[config.mk]
export PLATFORM = sky130hd
export DESIGN_NAME = hci_h4_packet_deframer_unit
export DESIGN_NICKNAME = d
export VERILOG_FILES = /design/src/design/h4dfr_pkg.sv /design/src/design/h4dfr_parse.sv /design/src/design/h4dfr_outq.sv /design/src/design/hci_h4_packet_deframer_unit.sv
export VERILOG_INCLUDE_DIRS = /design/src /design/src/design
export SDC_FILE = /design/constraint.sdc
export NUM_CORES = 1
export LEC_CHECK = 0
export ABC_AREA = 1
export BUFFER_PORTS_ARGS = -buffer_cell sky130_fd_sc_hd__buf_2
export CAP_MARGIN = 5
export CORE_UTILIZATION = 45
export DETAILED_ROUTE_END_ITERATION = 8
export MAX_ROUTING_LAYER = met4
export SLEW_MARGIN = 30
export SYNTH_ARGS = -nofsm -noshare
export SYNTH_HDL_FRONTEND = slang
export SYNTH_SLANG_ARGS = --single-unit
[constraint.sdc]
create_clock -name clk -period 7.13 [get_ports clk]
set_input_delay 1.426 -clock clk [delete_from_list [all_inputs] [get_ports clk]]
set_output_delay 1.426 -clock clk [all_outputs]
set_load 0.1 [all_outputs]
[src/design/assert_macros.svh]
// Assertion macros shared by the deframer modules.
// Every macro expects signals named clk and rst in the module that uses it.
`ifndef ASSERT_MACROS_SVH
`define ASSERT_MACROS_SVH

// Check that an expression holds at every clock edge outside reset.
`define ASSERT_ALWAYS(lbl, expr) \
  lbl: assert property (@(posedge clk) disable iff (rst) (expr)) \
    else $error("assertion failed: invariant");

// Check that a condition implies another in the same cycle.
`define ASSERT_IMPLY(lbl, pre, post) \
  lbl: assert property (@(posedge clk) disable iff (rst) (pre) |-> (post)) \
    else $error("assertion failed: same-cycle implication");

// Check that a condition implies another in the next cycle.
`define ASSERT_NEXT(lbl, pre, post) \
  lbl: assert property (@(posedge clk) disable iff (rst) (pre) |=> (post)) \
    else $error("assertion failed: next-cycle implication");

`endif

[src/design/h4dfr_pkg.sv]
// Types, codes and constants of the H:4 packet deframer.
// No dependencies; used by every deframer module.
package h4dfr_pkg;

  localparam logic [7:0] TYPE_ACL = 8'h02;
  localparam logic [7:0] TYPE_EVT = 8'h04;
  localparam logic [7:0] TYPE_ISO = 8'h05;

  localparam logic [15:0] ISO_LEN_MASK = 16'h3FFF;

  localparam logic [1:0] KIND_EVT = 2'd0;
  localparam logic [1:0] KIND_ACL = 2'd1;
  localparam logic [1:0] KIND_ISO = 2'd2;

  localparam logic [1:0] STAT_BYTE    = 2'd0;
  localparam logic [1:0] STAT_UNKNOWN = 2'd1;
  localparam logic [1:0] STAT_NOBUF   = 2'd2;

  localparam int MAX_RES   = 4;
  localparam int RES_CNT_W = 3;
  localparam int HDR_IDX_W = 2;

  localparam logic [RES_CNT_W-1:0] HDR_LEN_EVT  = 3'd2;
  localparam logic [RES_CNT_W-1:0] HDR_LEN_LONG = 3'd4;

  typedef enum logic [3:0] {
    ST_IDLE = 4'b0001,
    ST_EVT  = 4'b0010,
    ST_ACL  = 4'b0100,
    ST_ISO  = 4'b1000
  } kind_state_t;

  typedef logic [RES_CNT_W-1:0] res_cnt_t;

  typedef struct packed {
    logic [7:0] out_byte;
    logic [1:0] packet_kind;
    logic [1:0] status;
    logic       last;
  } res_t;

  typedef res_t [MAX_RES-1:0] res_vec_t;

  // Handoff from the parser to the result buffer.
  typedef struct packed {
    logic     load;
    res_cnt_t cnt;
  } emit_t;

  function automatic logic [1:0] kind_code(kind_state_t st);
    logic [1:0] code;
    unique case (st)
      ST_ACL:  code = KIND_ACL;
      ST_ISO:  code = KIND_ISO;
      default: code = KIND_EVT;
    endcase
    return code;
  endfunction

endpackage

[src/design/h4dfr_parse.sv]
// Packet parser: framing state, header capture and result generation.
// Depends on h4dfr_pkg and assert_macros.svh.
`include "assert_macros.svh"

module h4dfr_parse (
  input  logic              clk,
  input  logic              rst,
  input  logic              step,
  input  logic [7:0]        rx_byte,
  input  logic              buffer_granted,
  output h4dfr_pkg::emit_t  emit,
  output h4dfr_pkg::res_vec_t results
);
  import h4dfr_pkg::*;

  kind_state_t state, state_next, kind_eff;
  logic        header_done, header_done_next;
  logic [15:0] bytes_left, bytes_left_next;
  logic [7:0]  hdr_store [MAX_RES];

  logic [RES_CNT_W-1:0] hlen, left3, left_new, hdr_pos;
  logic [HDR_IDX_W-1:0] idx;
  logic                 left_ok, hdr_wr;
  logic [7:0]           hdr_cur [MAX_RES];
  logic [15:0]          plen, bl_dec;
  logic [1:0]           kcode;
  res_cnt_t             cnt;

  always_comb begin
    // A stale payload phase with nothing left falls back to idle.
    kind_eff         = state;
    state_next       = state;
    header_done_next = header_done;
    bytes_left_next  = bytes_left;
    if (state != ST_IDLE && header_done && bytes_left == 16'd0) begin
      kind_eff         = ST_IDLE;
      state_next       = ST_IDLE;
      header_done_next = 1'b0;
      bytes_left_next  = 16'd0;
    end

    hlen     = (state == ST_EVT) ? HDR_LEN_EVT : HDR_LEN_LONG;
    left_ok  = (bytes_left != 16'd0) && (bytes_left <= {13'd0, hlen});
    left3    = left_ok ? bytes_left[RES_CNT_W-1:0] : hlen;
    hdr_pos  = hlen - left3;
    idx      = hdr_pos[HDR_IDX_W-1:0];
    left_new = left3 - 3'd1;
    bl_dec   = bytes_left - 16'd1;
    kcode    = kind_code(state);

    for (int i = 0; i < MAX_RES; i++) begin
      hdr_cur[i] = (HDR_IDX_W'(i) == idx) ? rx_byte : hdr_store[i];
    end

    unique case (state)
      ST_ACL:  plen = {hdr_cur[3], hdr_cur[2]};
      ST_ISO:  plen = {hdr_cur[3], hdr_cur[2]} & ISO_LEN_MASK;
      default: plen = {8'd0, hdr_cur[1]};
    endcase

    hdr_wr  = 1'b0;
    cnt     = '0;
    results = '0;

    unique case (kind_eff) inside
      ST_EVT, ST_ACL, ST_ISO: begin
        if (!header_done) begin
          hdr_wr          = 1'b1;
          bytes_left_next = {13'd0, left_new};
          if (left_new == 3'd0) begin
            if (!buffer_granted) begin
              cnt                    = res_cnt_t'(1);
              results[0].packet_kind = kcode;
              results[0].status      = STAT_NOBUF;
              state_next             = ST_IDLE;
              header_done_next       = 1'b0;
              bytes_left_next        = 16'd0;
            end else begin
              cnt = hlen;
              for (int i = 0; i < MAX_RES; i++) begin
                results[i].out_byte    = hdr_cur[i];
                results[i].packet_kind = kcode;
                results[i].status      = STAT_BYTE;
                results[i].last        = (plen == 16'd0) && (RES_CNT_W'(i + 1) == hlen);
              end
              if (plen == 16'd0) begin
                state_next       = ST_IDLE;
                header_done_next = 1'b0;
                bytes_left_next  = 16'd0;
              end else begin
                header_done_next = 1'b1;
                bytes_left_next  = plen;
              end
            end
          end
        end else begin
          // Payload byte: pass through, mark the final one.
          cnt                    = res_cnt_t'(1);
          results[0].out_byte    = rx_byte;
          results[0].packet_kind = kcode;
          results[0].status      = STAT_BYTE;
          results[0].last        = (bl_dec == 16'd0);
          bytes_left_next        = bl_dec;
          if (bl_dec == 16'd0) begin
            state_next       = ST_IDLE;
            header_done_next = 1'b0;
          end
        end
      end
      default: begin
        header_done_next = 1'b0;
        unique case (rx_byte)
          TYPE_EVT: begin
            state_next      = ST_EVT;
            bytes_left_next = {13'd0, HDR_LEN_EVT};
          end
          TYPE_ACL: begin
            state_next      = ST_ACL;
            bytes_left_next = {13'd0, HDR_LEN_LONG};
          end
          TYPE_ISO: begin
            state_next      = ST_ISO;
            bytes_left_next = {13'd0, HDR_LEN_LONG};
          end
          default: begin
            cnt                    = res_cnt_t'(1);
            results[0].out_byte    = rx_byte;
            results[0].packet_kind = KIND_EVT;
            results[0].status      = STAT_UNKNOWN;
          end
        endcase
      end
    endcase
  end

  assign emit.load = step;
  assign emit.cnt  = cnt;

  always_ff @(posedge clk) begin
    if (rst) begin
      state       <= ST_IDLE;
      header_done <= 1'b0;
      bytes_left  <= 16'd0;
    end else if (step) begin
      state       <= state_next;
      header_done <= header_done_next;
      bytes_left  <= bytes_left_next;
    end
  end

  always_ff @(posedge clk) begin
    if (step && hdr_wr) begin
      hdr_store[idx] <= rx_byte;
    end
  end

  `ASSERT_ALWAYS(a_payload_has_count, !header_done || bytes_left != 16'd0)
  `ASSERT_NEXT(a_nobuf_goes_idle, step && cnt == res_cnt_t'(1) && results[0].status == STAT_NOBUF, state == ST_IDLE)

endmodule

[src/design/h4dfr_outq.sv]
// Result buffer: holds up to four results of one item and drains one per cycle while ready is high.
// Depends on h4dfr_pkg and assert_macros.svh.
`include "assert_macros.svh"

module h4dfr_outq (
  input  logic                clk,
  input  logic                rst,
  input  h4dfr_pkg::emit_t    emit,
  input  h4dfr_pkg::res_vec_t results,
  input  logic                ready,
  output logic                valid,
  output h4dfr_pkg::res_t     head,
  output logic                can_load
);
  import h4dfr_pkg::*;

  res_vec_t entries;
  res_cnt_t count;
  logic     pop;

  assign valid    = (count != '0);
  assign pop      = valid && ready;
  assign can_load = (count == '0) || (count == res_cnt_t'(1) && pop);
  assign head     = entries[0];

  always_ff @(posedge clk) begin
    if (rst) begin
      count <= '0;
    end else if (emit.load) begin
      count <= emit.cnt;
    end else if (pop) begin
      count <= count - res_cnt_t'(1);
    end
  end

  // Load a fresh batch, or advance the queue by one.
  always_ff @(posedge clk) begin
    if (emit.load) begin
      entries <= results;
    end else if (pop) begin
      for (int i = 0; i < MAX_RES - 1; i++) begin
        entries[i] <= entries[i + 1];
      end
      entries[MAX_RES-1] <= '0;
    end
  end

  `ASSERT_IMPLY(a_load_only_when_drained, emit.load, can_load)
  `ASSERT_ALWAYS(a_count_bounded, count <= res_cnt_t'(MAX_RES))

endmodule

[src/design/hci_h4_packet_deframer_unit.sv]
// HCI H:4 packet deframer, top level.
// Depends on h4dfr_pkg, h4dfr_parse and h4dfr_outq.
//
// Takes one byte received from the HCI UART per word and splits the stream
// into H:4 packets. In idle a byte is the packet type: event (0x04, 2-byte
// header), ACL (0x02, 4-byte header) or ISO (0x05, 4-byte header); any other
// byte comes back at once with status 1 and is dropped. Header bytes are held
// until the header is complete; buffer_granted is sampled on that byte. With
// a grant, all header bytes come out in order, followed by one word per
// payload byte, with last set on the final byte of the packet (on the final
// header byte when the payload length is zero). Without a grant, one word
// with status 2 reports the dropped packet and the block returns to idle.
// A byte enters an input register and is parsed from there into a four-entry
// result buffer, which holds the results in registers and offers them in order.
// A byte is parsed only when the buffer is empty or is giving up its final
// word, so with a ready receiver bytes that give at most one result flow at
// one word per cycle. A byte that completes a granted header gives 2 (event)
// or 4 (ACL, ISO) results; the buffer drains one word per cycle while the
// receiver is ready, so the next byte waits in the input register until the
// last of them is taken. While results wait, the input register takes one
// more byte and then holds item_ready low.
module hci_h4_packet_deframer_unit (
  input  logic       clk,
  input  logic       rst,
  input  logic       item_valid,
  output logic       item_ready,
  input  logic [7:0] rx_byte,
  input  logic       buffer_granted,
  output logic       result_valid,
  input  logic       result_ready,
  output logic [7:0] out_byte,
  output logic [1:0] packet_kind,
  output logic [1:0] status,
  output logic       last
);
  import h4dfr_pkg::*;

  logic       in_full;
  logic [7:0] rx_q;
  logic       grant_q;
  logic       advance;
  logic       can_load;
  emit_t      emit;
  res_vec_t   results;
  res_t       head;

  // Parse the held byte once the result buffer can take its whole batch.
  assign advance    = in_full && can_load;
  assign item_ready = !in_full || advance;

  always_ff @(posedge clk) begin
    if (rst) begin
      in_full <= 1'b0;
    end else if (item_valid && item_ready) begin
      in_full <= 1'b1;
    end else if (advance) begin
      in_full <= 1'b0;
    end
  end

  // Hold the input word until it is parsed.
  always_ff @(posedge clk) begin
    if (item_valid && item_ready) begin
      rx_q    <= rx_byte;
      grant_q <= buffer_granted;
    end
  end

  h4dfr_parse u_parse (
    .clk            (clk),
    .rst            (rst),
    .step           (advance),
    .rx_byte        (rx_q),
    .buffer_granted (grant_q),
    .emit           (emit),
    .results        (results)
  );

  h4dfr_outq u_outq (
    .clk      (clk),
    .rst      (rst),
    .emit     (emit),
    .results  (results),
    .ready    (result_ready),
    .valid    (result_valid),
    .head     (head),
    .can_load (can_load)
  );

  assign out_byte    = head.out_byte;
  assign packet_kind = head.packet_kind;
  assign status      = head.status;
  assign last        = head.last;

endmodule

# Word level (Yosys, flattened, before mapping)
# Memories as Yosys holds them, arrays and structs flattened.
# Cells that the tools add are included.
word_totals:
  reg_bits: 86
  mem_bits_rw: 32
  input_bits: 13
  output_inout_bits: 15
  elab_cells: 132
  mem_count: 1
op_classes:
  n_addsub: 4
  n_lt_le_gt_ge: 1
  eq_ne: 18
  n_mux: 55
  n_reduce_logical: 30
mem_list:
  columns: ["memory", "words", "word_bits", "read_ports", "rd_ports_with_merged_regs", "wr", "line", "source"]
  rows:
  - ["u_parse.hdr_store", 4, 8, 4, 0, 1, "h4dfr_parse.sv:19", "logic [7:0] hdr_store [MAX_RES];"]
op_table:
  columns: ["op", "n"]
  rows:
  - ["52-bit 2-to-1 mux", 3]
  - ["16-bit 2-to-1 mux", 6]
  - ["39-bit 2-to-1 mux", 2]
  - ["16-bit case mux with 2 select lines", 2]
  - ["16-bit logical NOT", 3]
  - ["47-bit 2-to-1 mux", 1]
  - ["8-bit 2-to-1 mux", 4]
  - ["4-bit 2-to-1 mux", 7]
  - ["12-bit 2-to-1 mux", 2]
  - ["3-bit 2-to-1 mux", 8]
  - ["8-bit by 3-bit == test with 1-bit output, second input constant", 2]
  - ["16-bit by 3-bit <= comparator with 1-bit output", 1]
  - ["1-bit 2-to-1 mux", 16]
  - ["16-bit nonzero test", 1]
  - ["16-bit by 1-bit subtractor with 16-bit output, second input constant", 1]
  - ["13-bit 2-to-1 mux", 1]
  - ["1-bit logical AND", 12]
  - ["4-bit case mux with 3 select lines", 1]
  - ["4-bit by 2-bit == test with 1-bit output, second input constant", 2]
  - ["4-bit by 3-bit == test with 1-bit output, second input constant", 2]
  - ["4-bit == test, second input constant", 2]
  - ["8-bit by 2-bit == test with 1-bit output, second input constant", 1]
  - ["2-bit by 3-bit == test with 1-bit output, first input constant", 2]
  - ["3-bit logical NOT", 2]
  - ["19 further kinds", 24]

# Depth between registers and ports, before layout
# Gate-level depths: netlist (run 1).
depth:
  ltp_word: 16
  mapped_depth: 26
  mapped_depth_nobuf: 26

# Modules after synthesis
# A second synthesis (run 1) with hierarchy kept.
hier_totals:
  hier_cells: 829
  area_unflattened_um2: 6789.0
by_module_without_submodules:
  columns: ["module", "n_inst", "cells_each", "area_each_um2", "seq_area_each_um2"]
  rows:
  - ["h4dfr_parse", 1, 560, 3977.6, 1381.3]
  - ["h4dfr_outq", 1, 252, 2486.1, 1621.6]
  - ["hci_h4_packet_deframer_unit", 1, 17, 325.3, 290.3]

# Least setup slack after synthesis (run 1)
# OpenSTA, ideal clock, no wires.
synth_path:
  kind: "input port to flip-flop"
  startpoint: "in result_ready"
  endpoint: "reg u_outq.count[1]"
  setup_ps: 87
  t_arrival_ps: 3665
  required_ps: 7043
  setup_slack_ps: 3379
  path_stages: 6
  path_buffers: 0
  cell_sequence: "a31oi_1 -> nor2_1 -> clkinv_1 -> nand2_1 -> inv_1 -> a221oi_2"
synth_via:
  elab_chain_len: 5
  word_cells_on_any_way: 6
  classes_between: "1 x mux; 5 x reduce/logical"
synth_lines:
  columns: ["element", "line", "source"]
  rows:
  - ["start: declaration", "hci_h4_packet_deframer_unit.sv:30", "input logic result_ready,"]
  - ["1-bit logical AND *", "h4dfr_outq.sv:22", "assign pop = valid && ready;"]
  - ["1-bit logical AND", "h4dfr_outq.sv:23", "assign can_load = (count == '0) || (count == res_cnt_t'(1) && pop);"]
  - ["1-bit logical OR", "h4dfr_outq.sv:23", null]
  - ["1-bit logical AND", "hci_h4_packet_deframer_unit.sv:48", "assign advance = in_full && can_load;"]
  - ["3-bit 2-to-1 mux or 2-bit nonzero test (tied branches)", null, null]
  - ["end signal: assignment", "h4dfr_outq.sv:30", "count <= emit.cnt;"]
  - ["end signal: assignment", "h4dfr_outq.sv:32", "count <= count - res_cnt_t'(1);"]
  - ["end: declaration", "h4dfr_outq.sv:18", "res_cnt_t count;"]
# Every way passes the cells marked *; elsewhere a longest branch is shown, timed or not.
# A chain may end at the register's enable or synchronous reset.

# Final worst setup path (run 1)
layout_path:
  startpoint: "reg u_parse.bytes_left[1]"
  endpoint: "mem u_parse.hdr_store[1][0], enable pin"
layout_via:
  elab_chain_len: 9
  word_cells_on_any_way: 16
  classes_between: "1 x add/sub; 1 x order compare; 3 x eq/ne; 5 x mux; 6 x reduce/logical"
layout_lines:
  columns: ["element", "line", "source"]
  rows:
  - ["start: declaration", "h4dfr_parse.sv:18", "logic [15:0] bytes_left, bytes_left_next;"]
  - ["start signal: assignment", "h4dfr_parse.sv:147", "bytes_left <= bytes_left_next;"]
  - ["parallel branches: the longest is 9 deep, another holds 16-bit by 3-bit <= comparator with 1-bit output", null, null]
  - ["end: declaration", "h4dfr_parse.sv:19", null]
# Parallel ways; which one is timed is not known.

==> results of run 1 <==
==> cell usage after synthesis, types with 13 or more instances <==
cell type	count
buf_4	13
edfxtp_1	87
nor2_1	46
nand2_1	179
dfxtp_1	25
inv_1	56
clkbuf_1	13
nand3_1	49
a22o_1	14
nand4_1	15
o21ai_0	29
a21oi_1	34
==> through the flow <==
step	setup WS (ns)	utilization (%)	std cells
finish	2.74	50.1	876
global route	2.32	50.1	876
CTS	2.49	50.0	875
detailed placement	2.52	47.7	859
global placement	2.64	47.7	859
floorplan	3.38	-	688
==> cells by family (layout without fill, tap and decap cells) <==
family | count (synthesis) | in the layout
AND/OR/NAND/NOR | 335 | 335
XOR/XNOR | 14 | 14
adder cells (fa/ha/maj) | 10 | 10
flip-flops | 112 | 112
AO/OA/AOI/OAI | 120 | 120
buffers and inverters | 97 | 109
==> layout make-up <==
type / instances / area (um2) / share of cell area, %
clock buffer: 9 / 225 / 3.37
inverter: 62 / 233 / 3.48
clock inverter: 7 / 78.8 / 1.18
multi-input combinational: 479 / 2650 / 39.6
tap: 176 / 220 / 3.29
sequential: 112 / 3110 / 46.6
timing repair buffer: 31 / 169 / 2.53
==> worst max-delay path, cell delays in order, from the launching register on <==
cell	delay [ns]
dfxtp_1	0.35
inv_1	0.23
ha_1	0.22
nor3b_1	0.19
nand2_1	0.08
a21oi_1	0.11
nand3_1	0.22
nand2_1	0.15
inv_1	0.06
nand2_1	0.05
nand2_1	0.11
inv_1	0.40
nand2_1	0.52
nor2_1	0.33
inv_1	0.18
nor3_1	0.80
==> sequential cells by signal, indices dropped and copies added, names as in the netlist <==
| signal | flops |
|---|---|
| u_parse.state | 4 |
| in_full | 1 |
| u_outq.entries | 33 |
| u_parse.bytes_left | 16 |
| u_outq.count | 3 |
| u_outq.head | 13 |
| u_parse.header_done | 1 |
| grant_q | 1 |
| u_parse.hdr_store | 32 |
| rx_q | 8 |
==> layer usage <==
layer	up-vias	part of all wire, %
met5	-	0
met4	0	2.7
met3	28	5.4
met2	160	44
met1	2321	47
li1	2385	-
==> cell usage in the layout (no fill, tap or decap), types with 15 or more instances in the layout <==
master | Yosys | routed
dfxtp_1 | 25 | 25
o21ai_0 | 29 | 29
inv_1 | 56 | 56
buf_2 | 7 | 27
nand4_1 | 15 | 15
nor2_1 | 46 | 46
nand2_1 | 179 | 178
nand3_1 | 49 | 49
edfxtp_1 | 87 | 87
a21oi_1 | 34 | 34
==> where the power goes <==
part | internal, mW | switching, mW | leakage, nW
Combinational | 0.162 | 0.616 | 1.44
Clock | 0.252 | 0.266 | 0.150
Sequential | 0.925 | 0.0679 | 1.03
==> worst paths after layout <==
kind / from / endpoint / slack (ns) / cells after the start
hold reg to reg: u_outq.count[0] / u_outq.count[0] / 0.49 / 2
hold / removal: u_outq.count[0] / u_outq.count[0] / 0.49 / 2
setup reg to reg: u_parse.bytes_left[1] / u_parse.hdr_store[1][0] / 2.74 / 15
setup / recovery: u_parse.bytes_left[1] / u_parse.hdr_store[1][0] / 2.74 / 15
==> impl_metrics.csv, run 1 <==
group,metric,value,unit
outcome,status,"finished clean",
routing,avgRoutedWirePerCell,17.4,um
global_routing,grt_max_degree,49,
clock_network,cts-buffers-inserted,9,
timing,fmax,0.228,GHz
place,gp_congestion,0.939,
clock_network,cts_tree,"yes",
synth,synthSimpleGateAreaFrac,25.8,%
timing,finalClockSkew,0.0103,ns
timing,finalCritPeriodShare,61.6,%
cells_and_area,antennaDiodeCount,0,
clock_network,cts-root-buf,"clkbuf_16",
synth,synth_nets,711,
synth,syn_avg_cell_area,8.99,um2
synth,ys.flop_type,"edfxtp_1",
timing,setup_viol,0,
global_routing,grtUsageMet3,4.50,%
clock_network,cts_hold_buf,0,
floorplan,rows,42,
timing,whs,0.494,ns
global_routing,overflow,0,
synth,syn_inst,688,
routing,drc,0,
timing,worstMarginPinSlew,1.01,ns
synth,synthMuxAreaShare,0,%
routing,routed_wl,15300,um
power,p_total,2.29,mW
cells_and_area,fillCellCount,1287,
setup_path,cp-start-kind,"register",
synth,synth_top_family_by_area,"simple AND/OR/NAND/NOR gates",
synth,yosysTopAreaCell,"edfxtp_1",
power,ir_drop,150,uV
power,power.leakage,2.62,nW
synth,async_reset_ff_share,0,%
hold_path,hp-class,"register to register",
synth,synthAdderAreaFrac,2.02,%
setup_path,end_kind,"register",
synth,synth_compound_area_share,12.6,%
global_routing,grt.busiest_layer,"met2",
timing,period_needed,4.39,ns
power,power_density,342,nW/um2
synth,synth_edf_count,87,
routing,via_per_inst,5.59,
clock_network,cts_resized,0,
clock_network,cts_setup_buffers,0,
global_routing,grt_util_all_layers,23.5,%
global_routing,use_met1,31.5,%
cells_and_area,fin_nets,718,
setup_path,worstSetupPathType,"register to register",
floorplan,io_pins,28,
routing,first_pass_iters,5,
setup_path,crit_required,7.12,ns
routing,antenna_left,0,
synth,synthXorXnorAreaFrac,2.10,%
clock_network,path_clk_slew,0.08,ns
place,port_buffers,27,
timing,finalHoldViolations,0,
synth,synth_warnings,0,
place,placedInstanceArea,6370,um2
synth,synth_top_area_share,42.2,%
synth,ys_seq_area_share,50.3,%
timing,slew_headroom,32.1,%
floorplan,die_width,119,um
synth,ys_seq_elements,112,
floorplan,start_util,46.4,%
global_routing,grt_pass1_wl,24600,um
clock_network,worst_skew_pair.late_latency,0.37,ns
synth,netlist-cell-type-count,47,
timing,rsz0062_at_grt,"false",
cells_and_area,drive_above_1_share,13.4,%
floorplan,die-area,14200,um2
cells_and_area,syn_to_final_growth,8.05,%
synth,ys_top_cells_by_area,"edfxtp_1 42%, nand2_1 11%, dfxtp_1 8.1%",
clock_network,htree_num_levels,3,
floorplan,die_y,119,um
setup_path,crit_arrival,4.37,ns
setup_path,worst-path-max-fanout,16,
global_routing,grtUsageMet2,34.4,%
synth,syn_area,6190,um2
timing,fin_tns_setup,0,ns
global_routing,grt_pass1_vias,4670,
global_routing,antenna_found_initial,0,
floorplan,core_area,13300,um2
job,cap_viol_max_count,0,
clock_network,numClockSinks,112,
place,dp_hpwl,10900,um
cells_and_area,fin_area,6690,um2
timing,drv_slew,0,
clock_network,clockBufferDepth,2,
routing,drt-initial-drc-count,434,
routing,vias,4894,
Power figures use the tool's default switching activity.
==> run 2, diff against run 1 <==
clock period = 4.3 ns   (was 7.13 ns; I/O delays follow)
==> run 2 against run 1 <==
Count of clock-buffer cells in the layout unchanged. Sequential share of layout area fell by 0.32 points. Worst setup slack got worse by 2.2 ns. Sequential cell count stayed put. Utilization increased by 0.35 points. Via count up 1.5%. Critical endpoint is now u_outq.entries[13]. Largest cell class unchanged. Largest power group unchanged. Highest routed layer unchanged.
==> impl_metrics.csv, run 2 (same netlist as run 1, synthesis figures left out) <==
group,metric,value,unit
global_routing,grt_pass1_wl,26000,um
setup_path,end_kind,"register",
cells_and_area,fillCellCount,1291,
cells_and_area,final_util,50.4,%
floorplan,io_pins,28,
power,p_total,3.84,mW
timing,drv_slew,0,
floorplan,core_area,13300,um2
global_routing,grt_pass1_vias,4785,
timing,finalCritPeriodShare,87.2,%
timing,finalHoldViolations,0,
cells_and_area,seq_area,3110,um2
power,swShare,40.6,%
place,port_buffers,27,
clock_network,cts_hold_buf,0,
cells_and_area,largest_register,"u_outq.entries",
routing,drc,0,
clock_network,cts-root-buf,"clkbuf_16",
cells_and_area,multi_input_area,2640,um2
routing,avgRoutedWirePerCell,18.1,um
power,clkPwrFrac,22.9,%
timing,finalClockSkew,0.00771,ns
power,p_sw,1.56,mW
clock_network,htree_num_levels,3,
routing,first_pass_iters,6,
global_routing,grt_max_degree,32,
cells_and_area,largest_reg_flops,33,
global_routing,antenna_found_initial,0,
timing,worstMarginPinSlew,0.776,ns
floorplan,rows,42,
timing,rsz0062_at_grt,"false",
clock_network,numClockSinks,112,
setup_path,reg2reg_depth,18,
routing,routed_wl,16000,um
timing,fin_tns_setup,0,ns
cells_and_area,fin_nets,725,
timing,whs,0.500,ns
setup_path,worstSetupPathType,"register to register",
floorplan,start_util,46.4,%
setup_path,cp_slowest_cell,"nor2_4",
outcome,status,"finished clean",
place,placedInstanceArea,6420,um2
floorplan,die-area,14200,um2
power,power.leakage,2.66,nW
setup_path,critPathMaxStageDelay,0.43,ns
timing,fmax,0.267,GHz
setup_path,worst-path-max-fanout,17,
clock_network,worst_skew_pair.late_latency,0.36,ns
setup_path,crit_arrival,3.95,ns
hold_path,hold_depth,2,
floorplan,die_width,119,um
job,cap_viol_max_count,0,
cells_and_area,final_common_cell,"nand2_1",
cells_and_area,reg_top3,"u_outq.entries (33), u_parse.hdr_store (32), u_parse.bytes_left (16)",
cells_and_area,drive_above_1_share,14.1,%
routing,drt-initial-drc-count,497,
place,gp_congestion,0.932,
routing,antenna_left,0,
cells_and_area,syn_to_final_growth,8.80,%
power,pwr-share-comb,34.2,%
global_routing,overflow,0,
setup_path,path_cells,"inv_1 -> nand2_1 -> nor3_4 -> ha_1 -> nand2_1 -> nand2_1 -> nand2_1 -> nand2_2 -> nor3_4 -> inv_2 -> ha_1 -> xnor2_2 -> nand2_2 -> nor2_4 -> nand2_2 -> nor2_4 -> nand2_1 -> o21ai_0",
timing,slew_headroom,48.2,%
timing,setup_viol,0,
routing,via_per_inst,5.62,
setup_path,cp-start-kind,"register",
hold_path,hp-class,"register to register",
clock_network,cts-buffers-inserted,9,
clock_network,cts_tree,"yes",
clock_network,cts_setup_buffers,0,
setup_path,crit_required,4.50,ns
power,p_int,2.28,mW
cells_and_area,fin_area,6730,um2
floorplan,die_y,119,um
timing,period_needed,3.75,ns
cells_and_area,antennaDiodeCount,0,
clock_network,cts_resized,0,
clock_network,path_clk_slew,0.07,ns
clock_network,clockBufferDepth,2,
global_routing,grt_util_all_layers,24.9,%
setup_path,cpMostUsedCell,"nand2_1",
power,ir_drop,250,uV
cells_and_area,layout_common_cells,"178 x nand2_1, 87 x edfxtp_1, 56 x inv_1",
place,dp_hpwl,11500,um
power,seqPwrFrac,42.9,%
power,power_density,570,nW/um2
routing,vias,4965,
[run 2: cell types whose count changed in the layout (fill, tap and decap cells not counted)]
cell	previous run	this run
nand2_2	7	8
buf_4	3	11
inv_6	0	2
inv_8	4	0
nand2_4	5	4
nor3_1	6	7
buf_6	1	0
nor3_2	1	0
bufinv_16	0	1
clkinv_2	0	1
[run 2: worst paths after layout]
path	from	endpoint	slack, ns
max	u_parse.state[3]	u_outq.entries[13]	0.55
min	u_outq.count[0]	u_outq.count[0]	0.50
max reg2reg	u_parse.state[3]	u_outq.entries[13]	0.55
min reg2reg	u_outq.count[0]	u_outq.count[0]	0.50
[run 2: area by class of cell]
type | instances | share of cell area, %
inverters | 62 | 3.46
multi-input cells | 479 | 39.2
flip-flops and latches | 112 | 46.2
repair buffers | 38 | 3.23
well taps | 176 | 3.27
clock inverters | 7 | 1.28
clock buffers | 9 | 3.35
[run 2: power by group through the flow]
stage | sequential, mW | clock (mW) | combinational, mW
2_1_floorplan | 1.67 | 0 | 1.10
3_3_place_gp | 1.67 | 0 | 1.32
3_5_place_dp | 1.67 | 0 | 1.32
4_1_cts | 1.65 | 0.891 | 1.32
5_1_grt | 1.67 | 0.937 | 1.41
6_report | 1.65 | 0.880 | 1.31
[run 2: through the flow]
stage | cells | setup WS (ns)
2_1_floorplan | 688 | 0.723
3_3_place_gp | 867 | 0.495
3_5_place_dp | 867 | 0.563
4_1_cts | 883 | 0.546
5_1_grt | 883 | 0.200
6_report | 883 | 0.553
[run 2: per-layer routing]
layer	up-vias	share of wire [%]	wire length, um	global-route usage [%]
li1	2392	-	-	-
met1	2333	44	7100	33.9
met2	200	47	7430	36.8
met3	40	6.2	990	3.30
met4	0	2.8	442	11.3
met5	-	0	0	-
[run 2: worst max-delay path: cells and delay by family (launching register included)]
kind            cells  cell delay (ns)
compound gates      1             0.22
flops               1             0.36
fa+ha+maj           2             0.58
xor+xnor            1             0.20
buf+inv             2             0.24
simple gates       12             1.97
